===== src/rtl/bal_pkg.sv =====
`timescale 1ns / 1ps
// ----------------------------------------------------------------------------
// Bounded array list package
// Sizes, codes and word types that the bounded array list modules share.
// ----------------------------------------------------------------------------
package bal_pkg;

	localparam int CAPACITY = 256;
	localparam int ADDR_W   = (CAPACITY > 2) ? $clog2(CAPACITY) : 1;
	localparam int CNT_W    = $clog2(CAPACITY + 1);
	localparam int COUNT_W  = 9;
	localparam int POS_W    = 8;
	localparam int DATA_W   = 32;
	localparam int CMP_W    = (CNT_W > COUNT_W) ? CNT_W : COUNT_W;

	localparam logic [1:0] OP_APPEND = 2'd0;
	localparam logic [1:0] OP_REMOVE = 2'd1;
	localparam logic [1:0] OP_INSERT = 2'd2;

	localparam logic [1:0] ST_OK    = 2'd0;
	localparam logic [1:0] ST_EMPTY = 2'd1;
	localparam logic [1:0] ST_FULL  = 2'd2;

	typedef enum logic [2:0] {
		S_CLEAR,
		S_IDLE,
		S_POP,
		S_SHIFT,
		S_PUT
	} state_t;

	typedef struct packed {
		logic [1:0]               opcode;
		logic [POS_W-1:0]         position;
		logic signed [DATA_W-1:0] item_in;
	} req_t;

	typedef struct packed {
		logic [1:0]               status;
		logic signed [DATA_W-1:0] item_out;
		logic [COUNT_W-1:0]       count;
	} rsp_t;

endpackage


===== src/rtl/bal_ctrl.sv =====
`timescale 1ns / 1ps
// ----------------------------------------------------------------------------
// Bounded array list sequencer
// Clears the store after reset, decodes each request and steps the shared
// index counter through the store to move entries up on an insert.
// ----------------------------------------------------------------------------
module bal_ctrl (
	input  logic                          clk,
	input  logic                          arst_n,
	input  logic                          req_valid,
	output logic                          req_stall,
	input  bal_pkg::req_t                 req,
	input  logic                          rsp_busy,
	output logic                          res_valid,
	output bal_pkg::rsp_t                 res,
	output logic                          ram_we,
	output logic [bal_pkg::ADDR_W-1:0]    ram_waddr,
	output logic [bal_pkg::DATA_W-1:0]    ram_wdata,
	output logic [bal_pkg::ADDR_W-1:0]    ram_raddr,
	input  logic [bal_pkg::DATA_W-1:0]    ram_rdata
);

	bal_pkg::state_t state_q, state_d;
	logic [bal_pkg::CNT_W-1:0]  count_q, count_d;
	logic [bal_pkg::ADDR_W-1:0] k_q, k_d;
	logic [bal_pkg::ADDR_W-1:0] pos_q, pos_d;
	logic [bal_pkg::DATA_W-1:0] item_q, item_d;
	logic [bal_pkg::ADDR_W-1:0] k_dec;
	logic [bal_pkg::CMP_W-1:0]  pos_w;
	logic [bal_pkg::CMP_W-1:0]  cnt_w;
	logic [bal_pkg::CMP_W-1:0]  cap_w;

	always_ff @(posedge clk or negedge arst_n) begin
		if (!arst_n) begin
			state_q <= bal_pkg::S_CLEAR;
			count_q <= '0;
			k_q     <= '0;
		end else begin
			state_q <= state_d;
			count_q <= count_d;
			k_q     <= k_d;
		end
	end

	always_ff @(posedge clk) begin
		pos_q  <= pos_d;
		item_q <= item_d;
	end

	assign k_dec = k_q - bal_pkg::ADDR_W'(1);
	assign pos_w = bal_pkg::CMP_W'(req.position);
	assign cnt_w = bal_pkg::CMP_W'(count_q);
	assign cap_w = bal_pkg::CMP_W'(bal_pkg::CAPACITY);

	always_comb begin
		state_d   = state_q;
		count_d   = count_q;
		k_d       = k_q;
		pos_d     = pos_q;
		item_d    = item_q;
		ram_we    = 1'b0;
		ram_waddr = '0;
		ram_wdata = '0;
		ram_raddr = '0;
		res_valid = 1'b0;
		res       = '0;
		req_stall = 1'b1;

		unique case (state_q)
			bal_pkg::S_CLEAR: begin
				ram_we    = 1'b1;
				ram_waddr = k_q;
				k_d       = k_q + bal_pkg::ADDR_W'(1);
				if (k_q == bal_pkg::ADDR_W'(bal_pkg::CAPACITY - 1)) begin
					k_d     = '0;
					state_d = bal_pkg::S_IDLE;
				end
			end
			bal_pkg::S_IDLE: begin
				req_stall = rsp_busy;
				if (req_valid && !rsp_busy) begin
					res_valid = 1'b1;
					res.status = bal_pkg::ST_OK;
					unique case (req.opcode)
						bal_pkg::OP_APPEND: begin
							if (cnt_w >= cap_w) begin
								res.status = bal_pkg::ST_FULL;
							end else begin
								ram_we    = 1'b1;
								ram_waddr = count_q[bal_pkg::ADDR_W-1:0];
								ram_wdata = req.item_in;
								count_d   = count_q + bal_pkg::CNT_W'(1);
							end
						end
						bal_pkg::OP_REMOVE: begin
							if (count_q == '0) begin
								res.status = bal_pkg::ST_EMPTY;
							end else begin
								res_valid = 1'b0;
								count_d   = count_q - bal_pkg::CNT_W'(1);
								ram_raddr = count_d[bal_pkg::ADDR_W-1:0];
								state_d   = bal_pkg::S_POP;
							end
						end
						bal_pkg::OP_INSERT: begin
							if (pos_w >= cap_w) begin
								res.status = bal_pkg::ST_FULL;
							end else if (pos_w >= cnt_w) begin
								ram_we    = 1'b1;
								ram_waddr = pos_w[bal_pkg::ADDR_W-1:0];
								ram_wdata = req.item_in;
								count_d   = bal_pkg::CNT_W'(pos_w + bal_pkg::CMP_W'(1));
							end else if (cnt_w >= cap_w) begin
								res.status = bal_pkg::ST_FULL;
							end else begin
								res_valid = 1'b0;
								pos_d     = pos_w[bal_pkg::ADDR_W-1:0];
								item_d    = req.item_in;
								k_d       = count_q[bal_pkg::ADDR_W-1:0];
								ram_raddr = count_q[bal_pkg::ADDR_W-1:0]
									- bal_pkg::ADDR_W'(1);
								state_d   = bal_pkg::S_SHIFT;
							end
						end
						default: begin
							res.status = bal_pkg::ST_OK;
						end
					endcase
					res.count = bal_pkg::COUNT_W'(count_d);
				end
			end
			bal_pkg::S_POP: begin
				res_valid     = 1'b1;
				res.status    = bal_pkg::ST_OK;
				res.item_out  = ram_rdata;
				res.count     = bal_pkg::COUNT_W'(count_q);
				state_d       = bal_pkg::S_IDLE;
			end
			bal_pkg::S_SHIFT: begin
				ram_we    = 1'b1;
				ram_waddr = k_q;
				ram_wdata = ram_rdata;
				k_d       = k_dec;
				ram_raddr = k_dec - bal_pkg::ADDR_W'(1);
				if (k_dec == pos_q) begin
					state_d = bal_pkg::S_PUT;
				end
			end
			bal_pkg::S_PUT: begin
				ram_we     = 1'b1;
				ram_waddr  = pos_q;
				ram_wdata  = item_q;
				count_d    = count_q + bal_pkg::CNT_W'(1);
				res_valid  = 1'b1;
				res.status = bal_pkg::ST_OK;
				res.count  = bal_pkg::COUNT_W'(count_d);
				state_d    = bal_pkg::S_IDLE;
			end
			default: begin
				state_d = bal_pkg::S_IDLE;
			end
		endcase
	end

endmodule


===== config.mk =====
export PLATFORM = sky130hd
export DESIGN_NAME = bal_ctrl
export DESIGN_NICKNAME = d
export VERILOG_FILES = /design/src/rtl/bal_pkg.sv /design/src/rtl/bal_ctrl.sv
export SDC_FILE = /design/constraint.sdc
export NUM_CORES = 1
export LEC_CHECK = 0
export BUFFER_PORTS_ARGS = -buffer_cell sky130_fd_sc_hd__clkbuf_2
export CORE_MARGIN = 5
export CORE_UTILIZATION = 45
export DETAILED_ROUTE_END_ITERATION = 10
export HOLD_SLACK_MARGIN = 0.08
export PLACE_DENSITY_LB_ADDON = 0.1
export REMOVE_ABC_BUFFERS = 1
export SKIP_CTS_REPAIR_TIMING = 1
export SLEW_MARGIN = 20
export SYNTH_ARGS = -nofsm -noshare
export SYNTH_HDL_FRONTEND = slang
export SYNTH_SLANG_ARGS = --single-unit

===== constraint.sdc =====
create_clock -name clk -period 11.5 [get_ports clk]
set_input_delay 0 -clock clk [delete_from_list [all_inputs] [get_ports clk]]
set_output_delay 0 -clock clk [all_outputs]
set_load 0.02 [all_outputs]

# Word-level counts from Yosys, hierarchy flattened

Index checks and enable logic that the tools add are counted.

Bits in registers: 60
Word-level logic and storage cells: 118
Bits of input ports: 78
Output and inout port bits: 94

$lt $le $gt $ge: 3
Multiplexer cells: 66
Reduce and logical (&&, ||, !) cells: 14
Bitwise operators: 3
Equal/unequal tests: 20
Add/subtract/negate cells: 7

Operator list:

| kind                  | number |
|---|---|
| $mux W32              | 5 |
| $mux W8               | 15 |
| $pmux W32 S3          | 1 |
| $pmux W32 S2          | 1 |
| $mux W9               | 6 |
| $pmux W9 S3           | 2 |
| $pmux W8 S2           | 3 |
| $pmux W8 S3           | 2 |
| $sub A8 B1 Y8 const B | 3 |
| $mux W3               | 7 |
| $pmux W9 S2           | 1 |
| $ne A2 B2 Y1 const B  | 6 |
| $ne A3 B3 Y1 const B  | 4 |
| $reduce_and A6 Y1     | 2 |
| $mux W1               | 11 |
| $mux W2               | 5 |
| $add A8 B1 Y9 const B | 1 |
| $add A9 B1 Y9 const B | 1 |
| $ge A8 B9 Y1          | 1 |
| $ge A8 B9 Y1 const B  | 1 |
| $ge A9 B9 Y1 const B  | 1 |
| $logic_not A9 Y1      | 1 |
| $pmux W3 S3           | 1 |
| $sub A9 B1 Y9 const B | 1 |
| 24 further kinds      | 31 |

# Depth between registers and ports, before layout

Gate-level depths: netlist of the first run.

Word-level depth: 7
Depth in mapped cells: 11
Gate-level depth less buffers: 11

# Worst setup path before layout of the first run

OpenSTA, ideal clock, no wires.

Path type: reg-to-reg
Start: register count_q (netlist bit cnt_w[2])
End: register item_q[0] (netlist name), enable pin
Data arrival time: 4.605 ns
Cell stages (with the launch flop): 8
Clock period less this slack: 5.092 ns
Path buffers: 1
Slack: 6.408 ns
Cell sequence: dfrtp_1 -> clkbuf_1 -> inv_1 -> ha_1 -> a21o_1 -> a31oi_1 -> o211ai_2 -> nor3_1

Longest elaborated chain between the ends: 3
Elaborated cells between the ends (all ways): 5
Classes of those cells: order compare (2); bitwise (2); reduce/logical (1)

Ends and longest elaborated chain:

| element                                             | RTL line                         | source |
|---|---|---|
| from (decl)                                         | bal_ctrl.sv:24                   | `logic [bal_pkg::CNT_W-1:0] count_q, count_d;` |
| from (signal assigned)                              | bal_ctrl.sv:40                   | `count_q <= count_d;` |
| $ge A8 B9 Y1 / $ge A9 B9 Y1 (equally long branches) | bal_ctrl.sv:108, bal_ctrl.sv:113 |  |
| $not A1 Y1 (no source line)                         | --                               |  |
| $reduce_and A6 Y1 (no source line) (*)              | --                               |  |
| to (signal assigned)                                | bal_ctrl.sv:47                   | `item_q <= item_d;` |
| to (decl)                                           | bal_ctrl.sv:27                   | `logic [bal_pkg::DATA_W-1:0] item_q, item_d;` |

Every way passes the cells marked *; elsewhere a longest branch is shown, timed or not.
A chain may end at the register's enable or synchronous reset.

# Final worst setup path of the first run

Start: register count_q (netlist bit cnt_w[6])
End: output ram_wdata[21] (netlist name)

Longest elaborated chain between the ends: 6
Elaborated cells between the ends (all ways): 8
Classes of those cells: order compare (2); mux (6)

Ends and longest elaborated chain:

| element          | RTL line        | source |
|---|---|---|
| $ge A8 B9 Y1     | bal_ctrl.sv:108 | `end else if (pos_w >= cnt_w) begin` |
| $mux W32         | bal_ctrl.sv:108 |  |
| $mux W32         | bal_ctrl.sv:106 | `if (pos_w >= cap_w) begin` |
| $pmux W32 S2 (*) | bal_ctrl.sv:84  | `unique case (req.opcode)` |
| $mux W32 (*)     | bal_ctrl.sv:81  | `if (req_valid && !rsp_busy) begin` |
| $pmux W32 S3 (*) | bal_ctrl.sv:69  | `unique case (state_q)` |
| to (decl)        | bal_ctrl.sv:18  | `output logic [bal_pkg::DATA_W-1:0] ram_wdata,` |

Marks and branches as above.

==> results of run 1 <==
[per-stage QoR]
step	setup WS (ps)	hold WS (ps)	util [%]	total power, mW
floorplan	6550	-296	-	0.807
global placement	8060	41.1	53.7	1.04
detailed placement	7970	40.0	53.7	1.04
CTS	7600	-320	56.5	1.33
global route	7450	254	60.1	1.44
finish	7640	191	60.1	1.36
[synth_stat cells, types with 3 or more instances]
library cell                n
sky130_fd_sc_hd__nand2b_1   6
sky130_fd_sc_hd__or2_2      6
sky130_fd_sc_hd__o22ai_1    5
sky130_fd_sc_hd__edfxtp_1  40
sky130_fd_sc_hd__buf_6      4
sky130_fd_sc_hd__o31ai_1    3
sky130_fd_sc_hd__a211oi_1   4
sky130_fd_sc_hd__and3_1     6
sky130_fd_sc_hd__and2_1    37
sky130_fd_sc_hd__dfrtp_1   20
sky130_fd_sc_hd__o21a_1     4
sky130_fd_sc_hd__nand4_1    4
sky130_fd_sc_hd__nor4_1     4
sky130_fd_sc_hd__o21ai_0   44
sky130_fd_sc_hd__a311oi_1   3
sky130_fd_sc_hd__nor2_1    30
sky130_fd_sc_hd__a22oi_1    8
sky130_fd_sc_hd__nand2_1   39
sky130_fd_sc_hd__a21o_1    38
sky130_fd_sc_hd__o221ai_1  11
sky130_fd_sc_hd__buf_2      9
sky130_fd_sc_hd__a221o_1    3
sky130_fd_sc_hd__and4_1     3
sky130_fd_sc_hd__a21oi_1   26
sky130_fd_sc_hd__mux2i_1    8
sky130_fd_sc_hd__xnor2_1   27
sky130_fd_sc_hd__a31oi_1   12
sky130_fd_sc_hd__nor3_1    11
sky130_fd_sc_hd__a22o_1    32
sky130_fd_sc_hd__clkbuf_1  32
sky130_fd_sc_hd__nand3_1   18
sky130_fd_sc_hd__xor2_1    11
sky130_fd_sc_hd__o211ai_1   6
sky130_fd_sc_hd__inv_1     24
sky130_fd_sc_hd__ha_1      24
[report_power, final]
part | internal, mW | switching (mW)
Sequential | 0.264 | 0.124
Combinational | 0.265 | 0.409
Clock | 0.190 | 0.108
[how the worst max path moves through the flow]
stage | cells past startpoint | end | slack, ps
6_report | 9 | ram_wdata[21] | 7640
5_1_grt | 9 | ram_wdata[21] | 7450
4_1_cts | 9 | ram_wdata[25] | 7600
3_5_place_dp | 9 | ram_wdata[25] | 7970
3_3_place_gp | 9 | ram_wdata[15] | 8060
2_1_floorplan | 6 | item_q[0] | 6550
[routing by layer]
layer	wire length, microns	vias to the layer above
met4	579	0
met1	8350	2708
met5	0	-
met3	1790	47
met2	9220	341
li1	-	2626
[sequential cells by signal, summed over array words and instances, names as in the netlist]
signal,flops
cnt_w,9
state_q,3
k_q,8
pos_q,8
item_q,32
[cell families (layout without fill, tap and decap cells)]
group / after synthesis / count (layout) / share of synthesized area [%]
AND/OR/NAND/NOR: 181 / 181 / 18.6
AO/OA/AOI/OAI: 221 / 221 / 29.8
buffers and inverters: 74 / 259 / 6.06
flip-flops: 60 / 60 / 31.9
multiplexers: 9 / 9 / 1.71
XOR/XNOR: 38 / 38 / 6.25
adder cells (fa/ha/maj): 24 / 24 / 5.64
[critical path: stages, from the launching register on]
cell,delay (ps)
sky130_fd_sc_hd__dfrtp_1,620
sky130_fd_sc_hd__clkinv_1,390
sky130_fd_sc_hd__ha_1,420
sky130_fd_sc_hd__and4b_4,270
sky130_fd_sc_hd__nand3_1,210
sky130_fd_sc_hd__o21ai_4,300
sky130_fd_sc_hd__and2_4,290
sky130_fd_sc_hd__o21a_1,620
sky130_fd_sc_hd__a21o_1,230
sky130_fd_sc_hd__clkbuf_2,170
[area by class of cell]
class | instances | area (sq um)
Timing Repair Buffer | 217 | 1300
Multi-Input combinational cell | 473 | 3320
Tap cell | 143 | 179
Clock buffer | 10 | 229
Clock inverter | 6 | 87.6
Sequential cell | 60 | 1700
Inverter | 26 | 97.6
Fill cell | 1028 | 4600
==> results, run 1 <==
- The initial antenna violation count was 0.
- The number of placement rows is 39.
- The share of the synthesized area in the top cell type is 22.5%.
- TritonCTS built the clock tree.
- Including well taps, the total number of placed cells is 878.
- The post-detailed-route DRC marker count is 0.
- The total standard cell area after synthesis is 5330 sq um.
- The clock-pin slew of the registers on the worst-case setup and hold paths is 60 ps.
- Clock tree synthesis selected as its root buffer the cell sky130_fd_sc_hd__clkbuf_16.
- The detailed-router iteration count before antenna repair is 6.
- In this run the horizontal extent of the chip is 119 microns.
- The first global-routing pass estimated 30.3 mm of wire.
- The number of max-slew violations in the final report came to 0.
- Setup violations remaining at the end of the flow were counted as 0.
- Setup repair after global routing left no endpoint under its margin.
- Entering global routing, the biggest net connects 41 pins.
- In this run the worst hold path is classified as in -> async.
- The final worst clock skew is 10.5 ps.
- The layer with the highest usage is met2.
- The most instantiated flip-flop cell in the synthesis netlist is sky130_fd_sc_hd__edfxtp_1.
- Once detail routing completed, the nets flagged for antenna violations numbered 0.
- The die is 119 microns tall.
- The count of max-cap constraint violations is 0.
- Ranked by total cell area, the synthesized netlist is headed by sky130_fd_sc_hd__edfxtp_1, sky130_fd_sc_hd__dfrtp_1, sky130_fd_sc_hd__ha_1.
- STA classifies the critical path endpoint as a primary output.
- In the routed layout, each cell is associated on average with a via count of 6.12.
- The top cell types in the final layout, fill and taps aside, are sky130_fd_sc_hd__clkbuf_2, sky130_fd_sc_hd__o21ai_0, sky130_fd_sc_hd__dlygate4sd3_1, sky130_fd_sc_hd__edfxtp_1, sky130_fd_sc_hd__nand2_1.
- The power density relative to cell area is 197 nW/um^2.
- The total length of routed wires is 19.9 mm.
- The critical-path maximum fanout is 20.
- The run finished with clean final reports.
- The I/O pin count is 172.
- The floorplan step defined a die boundary enclosing 14100 sq um.
- After synthesis the netlist holds a flip-flop and latch count of 60.
- Data on the critical path arrives at its endpoint at 3860 ps.
- The met3 track utilization from global routing is 5.92%.
- The maximum buffer depth of the clock tree is 2.
- Dividing the detail-routed wire length by the instance count gives 21.3 microns.
- The share of the Yosys chip area taken by registers is 31.9%.
- The minimum clock period is 3860 ps.
- Clock latency on the worst-skew pair, taken at its later pin, is 340 ps.
- The number of distinct library cells after synthesis is 71.
- Headroom to the max-slew limit came out at 25.5%.
- The congestion estimate from routability-driven global placement came to 0.978.
- The final hold violation count came to 0.
- Each instance of the synthesized netlist takes up on average 8.78 sq um.
- The level count of the clock H-tree is 3.
- For this block, the initial DRC count from the detailed router was 523.
- Once the floorplan was initialized, standard cells occupied 46.3% of the core.
- Based on the critical path, the design can be clocked at up to 259 MHz.
- The clock sink count is 60.
- In this run, synthesis inferred 40 flip-flops with an integrated enable.
- At the pin with the least slew margin, the transition time is 1110 ps.
- In the final layout, the share of cells above drive strength 1 is 27.0%.
- Buffers inserted during clock tree synthesis total 9.
- The critical register-to-register path startpoint is cnt_w[6].
- Summing all placed instances gives a cell area of 6180 sq um.
- The area growth from synthesis to layout is 29.8%.
- The total negative slack for setup checks is 0 ps.
- The commonest non-fill, non-tap cell in the layout is sky130_fd_sc_hd__clkbuf_2.
- Global routing finished with a remaining overflow of 0.
- The leakage power summed over all cells is 3.20 nW.
- The worst flop-to-flop path endpoint is item_q[21].
- The biggest area consumer among synthesized cells is sky130_fd_sc_hd__edfxtp_1.
- The area inside the core boundary is 11500 sq um.
- In this run the tool buffered the top-level ports with 171 buffer cells.
- Excluding fillers, the count of instances in the completed layout stands at 935.
- The worst register-to-register path has a depth of 7.
- STA puts the critical path data required time at 11500 ps.
- The via count of the first global-routing pass is 5396.
- The worst setup path is launched from a register.
- The placed wire-length estimate is 14.4 mm.
- The start point of the critical path is cnt_w[6].
- Across the VDD grid, the largest voltage drop is 110 uV.
- Across every metal layer, demand over resource in global routing totals 26.9%.
- The finished cells cover 6920 sq um.
- The routed layout has 5722 vias.
- The global routing met1 resource utilization is 36.6%.
- 0 antenna diodes ended up in the layout.
- The number of nets in the finished design is 889.
- Global routing used 42.0% of the available met2 tracks.
- Counting every instance in the synthesized netlist gives 607.
- The critical path class is reg -> out.
- The count of warnings emitted by yosys is 0.
- Of all flip-flops after synthesis, the portion carrying an async set or reset was 33.3%.
- The final critical path takes up 33.6% of the cycle.
- The internal reg-to-reg setup slack is 8330 ps.
Power figures use the tool's default switching activity.
==> run 2, diff against run 1 <==
ABC_AREA = 1   (was default)
clock period = 3.6 ns   (was 11.5 ns; I/O delays follow)
==> run 2 against run 1 <==
Net effect: sequential power grew to 2.6 times the previous value; critical endpoint is now ram_wdata[22]; highest routed layer unchanged; power rose to 3.5 times the previous value; sequential share of layout area decreased by 0.45 points; wire length is 2.9% lower; largest power group unchanged; worst setup slack got worse by 7300 ps.
==> results, run 2 <==
- The run finished with clean final reports.
- The violation count after the first detailed-routing iteration came to 409 (-22%).
- The count of warnings emitted by yosys is 0 (unchanged).
- The detailed-router iteration count before antenna repair is 5 (-1).
- Relative to the synthesized area, the layout overhead comes to 31.0%.
- The placed wire-length estimate is 14.7 mm (+2.1%).
- The leakage power summed over all cells is 3.41 nW (+6.7%).
- The CTS tree is built.
- The most instantiated flip-flop cell in the synthesis netlist is sky130_fd_sc_hd__edfxtp_1.
- The critical path goes through clkinv_1 > ha_1 > nand2_1 > nor2_1 > nand3_2 > nand3_4 > nand2_4 > nand2_2 > nand3_1 > o211ai_1 > clkbuf_2.
- The level count of the clock H-tree is 3 (unchanged).
- The internal portion of total power is 2.26 mW (+210%).
- The total length of routed wires came to 19.4 mm (-2.9%).
- The worst-case headroom to the max-slew limit is 42.7% (+17 points).
- The number of flip-flops in the largest register was 32 (unchanged).
- Ranked by flip-flop count, first place goes to item_q.
- The top cell types in the final layout, fill and taps aside, are sky130_fd_sc_hd__clkbuf_2, sky130_fd_sc_hd__nand2_1, sky130_fd_sc_hd__inv_1, sky130_fd_sc_hd__nand3_1, sky130_fd_sc_hd__nor2_1.
- The global-route wire length before repair is 29.3 mm (-3.3%).
- The proportion of power drawn by the clock network was 18.2% (-3.7 points).
- The routed via count is 6073 (+6.1%).
- The number of nets in the finished design came to 1054 (+19%).
- The number of distinct library cells after synthesis is 51 (-28%).
- The post-detailed-route DRC marker count is 0 (unchanged).
- The total power of the final layout is 4.70 mW (+250%).
- The via count of the first global-routing pass is 5470 (+1.4%).
- The port buffer count is 171 (unchanged).
- The final worst clock skew is 9.09 ps (-1.44 ps).
- The total standard cell area after synthesis is 5380 sq um (+0.94%).
- The share of the core filled with cells in the final layout came to 59.4% (-0.67 points).
- The total routing usage reported by global routing was 26.0% (-0.91 points).
- The transition at the pin with the smallest max-transition slack came to 853 ps (-261 ps).
- The fraction of power consumed by combinational cells is 60.2% (+11 points).
- The power density relative to cell area is 667 nW/um^2 (+240%).
- The final worst slack was 364 ps (-7270 ps).
- The I/O pin count is 172 (unchanged).
- The area used by multi-input combinational logic is 3080 sq um (-7.2%).
- The maximum buffer depth of the clock tree is 2 (unchanged).
- The most common cell in the netlist is sky130_fd_sc_hd__nand2_1.
- The die outline width is 119 microns (+0.43%).
- The CTS buffer count is 9 (unchanged).
- Setup repair after global routing left no endpoint under its margin.
- The fraction of layout instances using a drive strength above 1 is 26.3% (-0.69 points).
- The clock root buffer master is sky130_fd_sc_hd__clkbuf_16.
- The number of max-slew violations in the final report is 0 (unchanged).
- The insertion delay of the later-clocked pin in the worst-skew pair is 340 ps (about the same).
- The critical path's largest stage delay is 630 ps (about the same).
- The minimum clock period is 3240 ps.
- The worst ir drop on vdd is 354 uV (+220%).
- STA classifies the critical path startpoint as a register.
- The count of max-cap constraint violations is 0 (unchanged).
- The required arrival time at the worst endpoint came to 3600 ps (-7900 ps).
- The area of the die is 14200 sq um (+0.86%).
- The routability congestion estimate is 0.978 (about the same).
- The remaining antenna violation count after routing came to 0 (unchanged).
- The biggest area consumer among synthesized cells is sky130_fd_sc_hd__edfxtp_1.
- STA classifies the critical path endpoint as a primary output.
- The proportion of synthesized flip-flops having asynchronous set or reset is 33.3% (unchanged).
- The share of the synthesized area in the top cell type is 22.3% (-0.21 points).
- The arrival time at the worst endpoint is 3240 ps (-620 ps).
- The area used by sequential logic in the layout came to 1700 sq um (unchanged).
- For this run, the top clock speed supported by timing is 309 MHz.
- The clock-pin slew of the registers on the worst-case setup and hold paths is 60 ps (about the same).
- Yosys attributes the largest share of cell area to sky130_fd_sc_hd__edfxtp_1, sky130_fd_sc_hd__nand2_1, sky130_fd_sc_hd__dfrtp_1.
- The count of flip-flops with a built-in enable after synthesis is 40 (unchanged).
- The final hold violation count is 0 (unchanged).
- The min-delay analysis places its worst path in the category in -> async.
- The setup path with the least slack is of type reg -> out.
- The per-instance average area after synthesis is 7.20 sq um (-18%).
- The sequential area share after synthesis is 31.6% (-0.30 points).
- The total grt overflow is 0 (unchanged).
- The number of placement rows is 40 (+2.6%).
- The post-layout instance area is 7040 sq um (+1.8%).
- The cell count after synthesis was 747 (+23%).
- The average wire length per cell after detail routing was 17.5 microns (-18%).
- The clock sink count is 60 (unchanged).
- The critical-path maximum fanout is 33 (+65%).
- In the synthesized netlist, the cells that appear most often are sky130_fd_sc_hd__nand2_1, sky130_fd_sc_hd__inv_1, sky130_fd_sc_hd__nand3_1.
- The vertical die dimension is 119 microns (+0.43%).
- The share of total power in sequential cells is 21.6% (-6.9 points).
- The switching power is 2.44 mW (+280%).
- The antenna diode instance count is 0 (unchanged).
- The via-per-instance ratio is 5.50 (-10%).
- The final setup violation count came to 0 (unchanged).
- The area inside the core boundary is 11900 sq um (+3.0%).
- The fraction of power spent switching nets is 51.9% (+4.8 points).
- The flop and latch count out of synthesis came to 60 (unchanged).
- The pin count of the biggest net entering global routing is 34 (-17%).
- The worst path uses 89.9% of the clock period.
- The final-layout fill cell count was 1130 (+9.9%).
- Among all stages on the critical path, the largest delay is contributed by sky130_fd_sc_hd__dfrtp_1.
- The total negative slack for setup checks came to 0 ps (unchanged).
- The worst slack at placement is 720 ps (-7250 ps).
- The commonest non-fill, non-tap cell in the layout is sky130_fd_sc_hd__clkbuf_2.
- The initial antenna violation count is 0 (unchanged).
- The instance area after placement is 6340 sq um (+2.5%).
- The starting utilization of the core area is 45.3% (-0.92 points).
-- run 2: cell types whose count changed after synthesis, moves of 12 or more --
cell / delta
sky130_fd_sc_hd__a22o_1: -32
sky130_fd_sc_hd__o21ai_0: -12
sky130_fd_sc_hd__a21o_1: -38
sky130_fd_sc_hd__nor2_1: +42
sky130_fd_sc_hd__inv_1: +75
sky130_fd_sc_hd__o211ai_1: +30
sky130_fd_sc_hd__clkbuf_1: -19
sky130_fd_sc_hd__nand2_1: +114
sky130_fd_sc_hd__xnor2_1: -26
sky130_fd_sc_hd__nand3_1: +65
sky130_fd_sc_hd__and2_1: -37
-- run 2: cell families (layout without fill, tap and decap cells) --
group,count (synthesis),in the layout,synth area share [%]
xor+xnor,19,19,3.23
compound gates,138,138,17.0
fa+ha+maj,24,24,5.58
simple gates,364,364,31.3
buf+inv,142,352,11.2
flops,60,60,31.6
-- run 2: path summary, 6_finish.rpt --
| check | slack [ps] | from | end | cells past startpoint |
|---|---|---|---|---|
| hold reg to reg | 570 | state_q[0] | state_q[0] | 2 |
| min in group clk | 320 | ram_rdata[2] | res[11] | 4 |
| setup / recovery | 360 | cnt_w[4] | ram_wdata[22] | 11 |
| setup reg to reg | 770 | cnt_w[4] | item_q[26] | 12 |
| hold / removal | 220 | arst_n | cnt_w[8] | 2 |
| max in group asynchronous | 2960 | arst_n | k_q[2] | 2 |
-- run 2: layout make-up --
class                      instances  share of cell area [%]
tap                              147                    2.61
clock buffer                       9                    3.20
sequential                        60                    24.2
clock inverter                     7                   0.942
timing repair buffer             226                    19.5
inverter                         110                    5.93
multi-input combinational        545                    43.7
-- run 2: power by group through the flow --
stage	clock network [mW]	registers [mW]	logic (mW)
after floorplan	0	0.982	1.87
after global placement	0	1.02	2.75
after detailed placement	0	1.02	2.75
after CTS	0.864	1.01	2.76
after global routing	0.910	1.03	3.09
final	0.854	1.01	2.83
-- run 2: stage by stage --
stage               hold slack [ps]  instances
detailed placement             53.6       1047
global route                    282       1104
floorplan                      -296        715
CTS                            -297       1063
finish                          221       1104
global placement               58.6       1047
-- run 2: worst max-delay path: cells and delay by family, from the launching register on --
kind | cells | cell delay, ps
flip-flops | 1 | 630
buffers and inverters | 2 | 390
AO/OA/AOI/OAI | 1 | 140
AND/OR/NAND/NOR | 7 | 1390
adder cells (fa/ha/maj) | 1 | 330
-- run 2: routing by layer --
metal  GRT usage [%]  share of wire (%)
met1            33.2                 41
met2            41.9                 46
met3            6.93                9.0
met4            10.7                3.6
met5               0                  0
==> run 3, diff against run 2 <==
PLACE_DENSITY = 0.72   (was default)
PLACE_DENSITY_LB_ADDON = default   (was 0.1)
==> run 3 against run 2 <==
Net effect: clock power grew 18%; sequential power is essentially flat; clock skew rose by 3.6 ps; worst setup slack better by 120 ps; flip-flop and latch count stayed put; die area is the same; cell count fell by 0.27%; first-iteration DRC count increased by 33%; power up 2.3%; critical path depth grew 1; global-route usage down 1.2 points; maximum frequency grew 3.8%.
==> results, run 3 (synthesis gave the netlist of run 2 again) <==
- The run finished with clean final reports.
- The maximum buffer depth of the clock tree is 2 (unchanged).
- The internal portion of total power is 2.39 mW (+5.8%).
- The switching power is 2.42 mW (-0.84%).
- The global-route wire length before repair was 28.5 mm (-2.8%).
- The fraction of layout instances using a drive strength above 1 is 26.1% (-0.23 points).
- The achievable frequency was 321 MHz (+3.8%).
- The signal on the critical path passes through clkinv_1 > buf_4 > ha_1 > nand2_1 > nor2_1 > nand3_2 > nand3_4 > nand2_4 > nand2_2 > nand3_1 > o211ai_1 > clkbuf_2.
- The fraction of power spent switching nets is 50.3% (-1.6 points).
- STA classifies the critical path startpoint as a register.
- The total routing usage reported by global routing is 24.9% (-1.2 points).
- The post-detailed-route DRC marker count is 0 (unchanged).
- The hold slack is 209 ps (-12.1 ps).
- The via-per-instance ratio was 5.50 (about the same).
- The initial antenna violation count is 0 (unchanged).
- The area of the die came to 14200 sq um (unchanged).
- The final setup violation count is 0 (unchanged).
- The starting utilization of the core area is 45.3% (unchanged).
- The count of max-cap constraint violations was 0 (unchanged).
- The total grt overflow was 0 (unchanged).
- In this run the critical register-to-register path is captured at item_q[16].
- The CTS buffer count is 9 (unchanged).
- In this run the worst setup path begins at cnt_w[4].
- The final hold violation count is 0 (unchanged).
- The I/O pin count came to 172 (unchanged).
- In the layout the commonest cells are sky130_fd_sc_hd__clkbuf_2, sky130_fd_sc_hd__nand2_1, sky130_fd_sc_hd__inv_1, sky130_fd_sc_hd__nand3_1, sky130_fd_sc_hd__nor2_1.
- The CTS tree is built.
- The final-layout fill cell count came to 1083 (-4.2%).
- The clock-pin slew of the registers on the worst-case setup and hold paths is 60 ps (about the same).
- The post-layout instance area is 7080 sq um (+0.50%).
- The critical path's slowest cell is sky130_fd_sc_hd__dfrtp_1.
- The required arrival time at the worst endpoint was 3600 ps (about the same).
- The internal reg-to-reg setup slack came to 800 ps (+30 ps).
- The portion of the clock cycle consumed by the worst path in the final layout was 86.6% (-3.3 points).
- The critical path class is reg -> out.
- The clock sink count is 60 (unchanged).
- The worst-case headroom to the max-slew limit was 47.9% (+5.2 points).
- Ranked by flip-flop count, first place goes to item_q.
- The worst slack at placement came to 838 ps (+118 ps).
- The level count of the clock H-tree is 3 (unchanged).
- The vertical die dimension is 119 microns (unchanged).
- The share of total power in sequential cells is 21.0% (-0.6 points).
- The commonest non-fill, non-tap cell in the layout is sky130_fd_sc_hd__clkbuf_2.
- The worst setup path is captured at a primary output.
- The instance area after placement is 6320 sq um (-0.36%).
- The via count of the first global-routing pass is 5448 (-0.40%).
- Relative to the synthesized area, the layout overhead comes to 31.6%.
- The total length of routed wires is 18.8 mm (-2.9%).
- The placed wire-length estimate came to 14.2 mm (-3.6%).
- The worst reg2reg path depth is 13 (+1).
- The proportion of power drawn by the clock network is 21.1% (+2.9 points).
- The critical-path maximum fanout is 33 (unchanged).
- The critical register-to-register path startpoint is cnt_w[4].
- The leakage power summed over all cells came to 3.42 nW (+0.23%).
- The transition at the pin with the smallest max-transition slack is 776 ps (-76.7 ps).
- The remaining antenna violation count after routing came to 0 (unchanged).
- The detailed-router iteration count before antenna repair was 6 (+1).
- The insertion delay of the later-clocked pin in the worst-skew pair is 340 ps (about the same).
- The power density relative to cell area is 680 nW/um^2 (+1.8%).
- The number of max-slew violations in the final report is 0 (unchanged).
- The routability congestion estimate is 0.978 (about the same).
- The area inside the core boundary is 11900 sq um (unchanged).
- The tightest min-delay check is of the in -> async type.
- The number of nets in the finished design is 1051 (-0.28%).
- The most critical setup path has its endpoint at ram_wdata[30].
- The final worst clock skew is 12.7 ps (+3.59 ps).
- The die outline width is 119 microns (unchanged).
- The worst ir drop on vdd is 296 uV (-16%).
- The pin count of the biggest net entering global routing is 39 (+15%).
- The arrival time at the worst endpoint is 3120 ps (-120 ps).
- Setup repair after global routing left no endpoint under its margin.
- The average wire length per cell after detail routing is 17.1 microns (-2.6%).
- The antenna diode instance count came to 0 (unchanged).
- The number of placement rows was 40 (unchanged).
- The tree is rooted in a sky130_fd_sc_hd__clkbuf_16.
- The violation count after the first detailed-routing iteration came to 544 (+33%).
- The critical path's largest stage delay came to 560 ps (-70 ps).
- The fraction of power consumed by combinational cells is 58.0% (-2.2 points).
- The port buffer count is 171 (unchanged).
- The final worst slack is 483 ps (+118 ps).
- The total negative slack for setup checks was 0 ps (unchanged).
- The routed via count was 6054 (-0.31%).
- The minimum clock period came to 3120 ps (-118 ps).
- The number of flip-flops in the largest register is 32 (unchanged).
-- run 3: metal layers --
layer / GRT usage, % / wire length (microns)
met4: 8.23 / 516
met3: 5.60 / 1680
met1: 32.1 / 7800
met2: 41.3 / 8810
met5: 0 / 0
-- run 3: worst max-delay path, delay by kind of cell (launching register included) --
| kind | cells | cell delay, ps |
|---|---|---|
| adder cells (fa/ha/maj) | 1 | 290 |
| flip-flops | 1 | 560 |
| AND/OR/NAND/NOR | 7 | 1270 |
| buffers and inverters | 3 | 500 |
| AO/OA/AOI/OAI | 1 | 130 |
-- run 3: final cells by class --
class                   instances  area [sq um]  share of cell area, %
inverters                     110           418                   5.90
well taps                     147           184                   2.60
clock buffers                   9           225                   3.18
multi-input cells             545          3080                   43.5
flip-flops and latches         60          1700                   24.0
repair buffers                223          1350                   19.1
clock inverters                 7           124                   1.75
-- run 3: power by group through the flow --
stage	Clock [mW]	Sequential, mW	Combinational, mW
after floorplan	0	0.982	1.87
final	1.01	1.01	2.79
after global placement	0	1.01	2.69
after CTS	1.03	1.00	2.71
after detailed placement	0	1.01	2.71
after global routing	1.06	1.02	3.06
-- run 3: worst min path at each step --
stage / startpoint / end / slack (ps)
2_1_floorplan: arst_n / cnt_w[0] / -300
3_3_place_gp: arst_n / cnt_w[8] / 50
3_5_place_dp: arst_n / cnt_w[8] / 40
4_1_cts: arst_n / cnt_w[8] / -310
5_1_grt: arst_n / cnt_w[8] / 270
6_report: arst_n / cnt_w[8] / 210
-- run 3: metrics by stage --
stage          cells  util, %  power (mW)
2_1_floorplan    715        -        2.85
3_3_place_gp    1044     53.3        3.70
3_5_place_dp    1044     53.3        3.72
4_1_cts         1060     56.2        4.74
5_1_grt         1101     59.7        5.14
6_report        1101     59.7        4.81
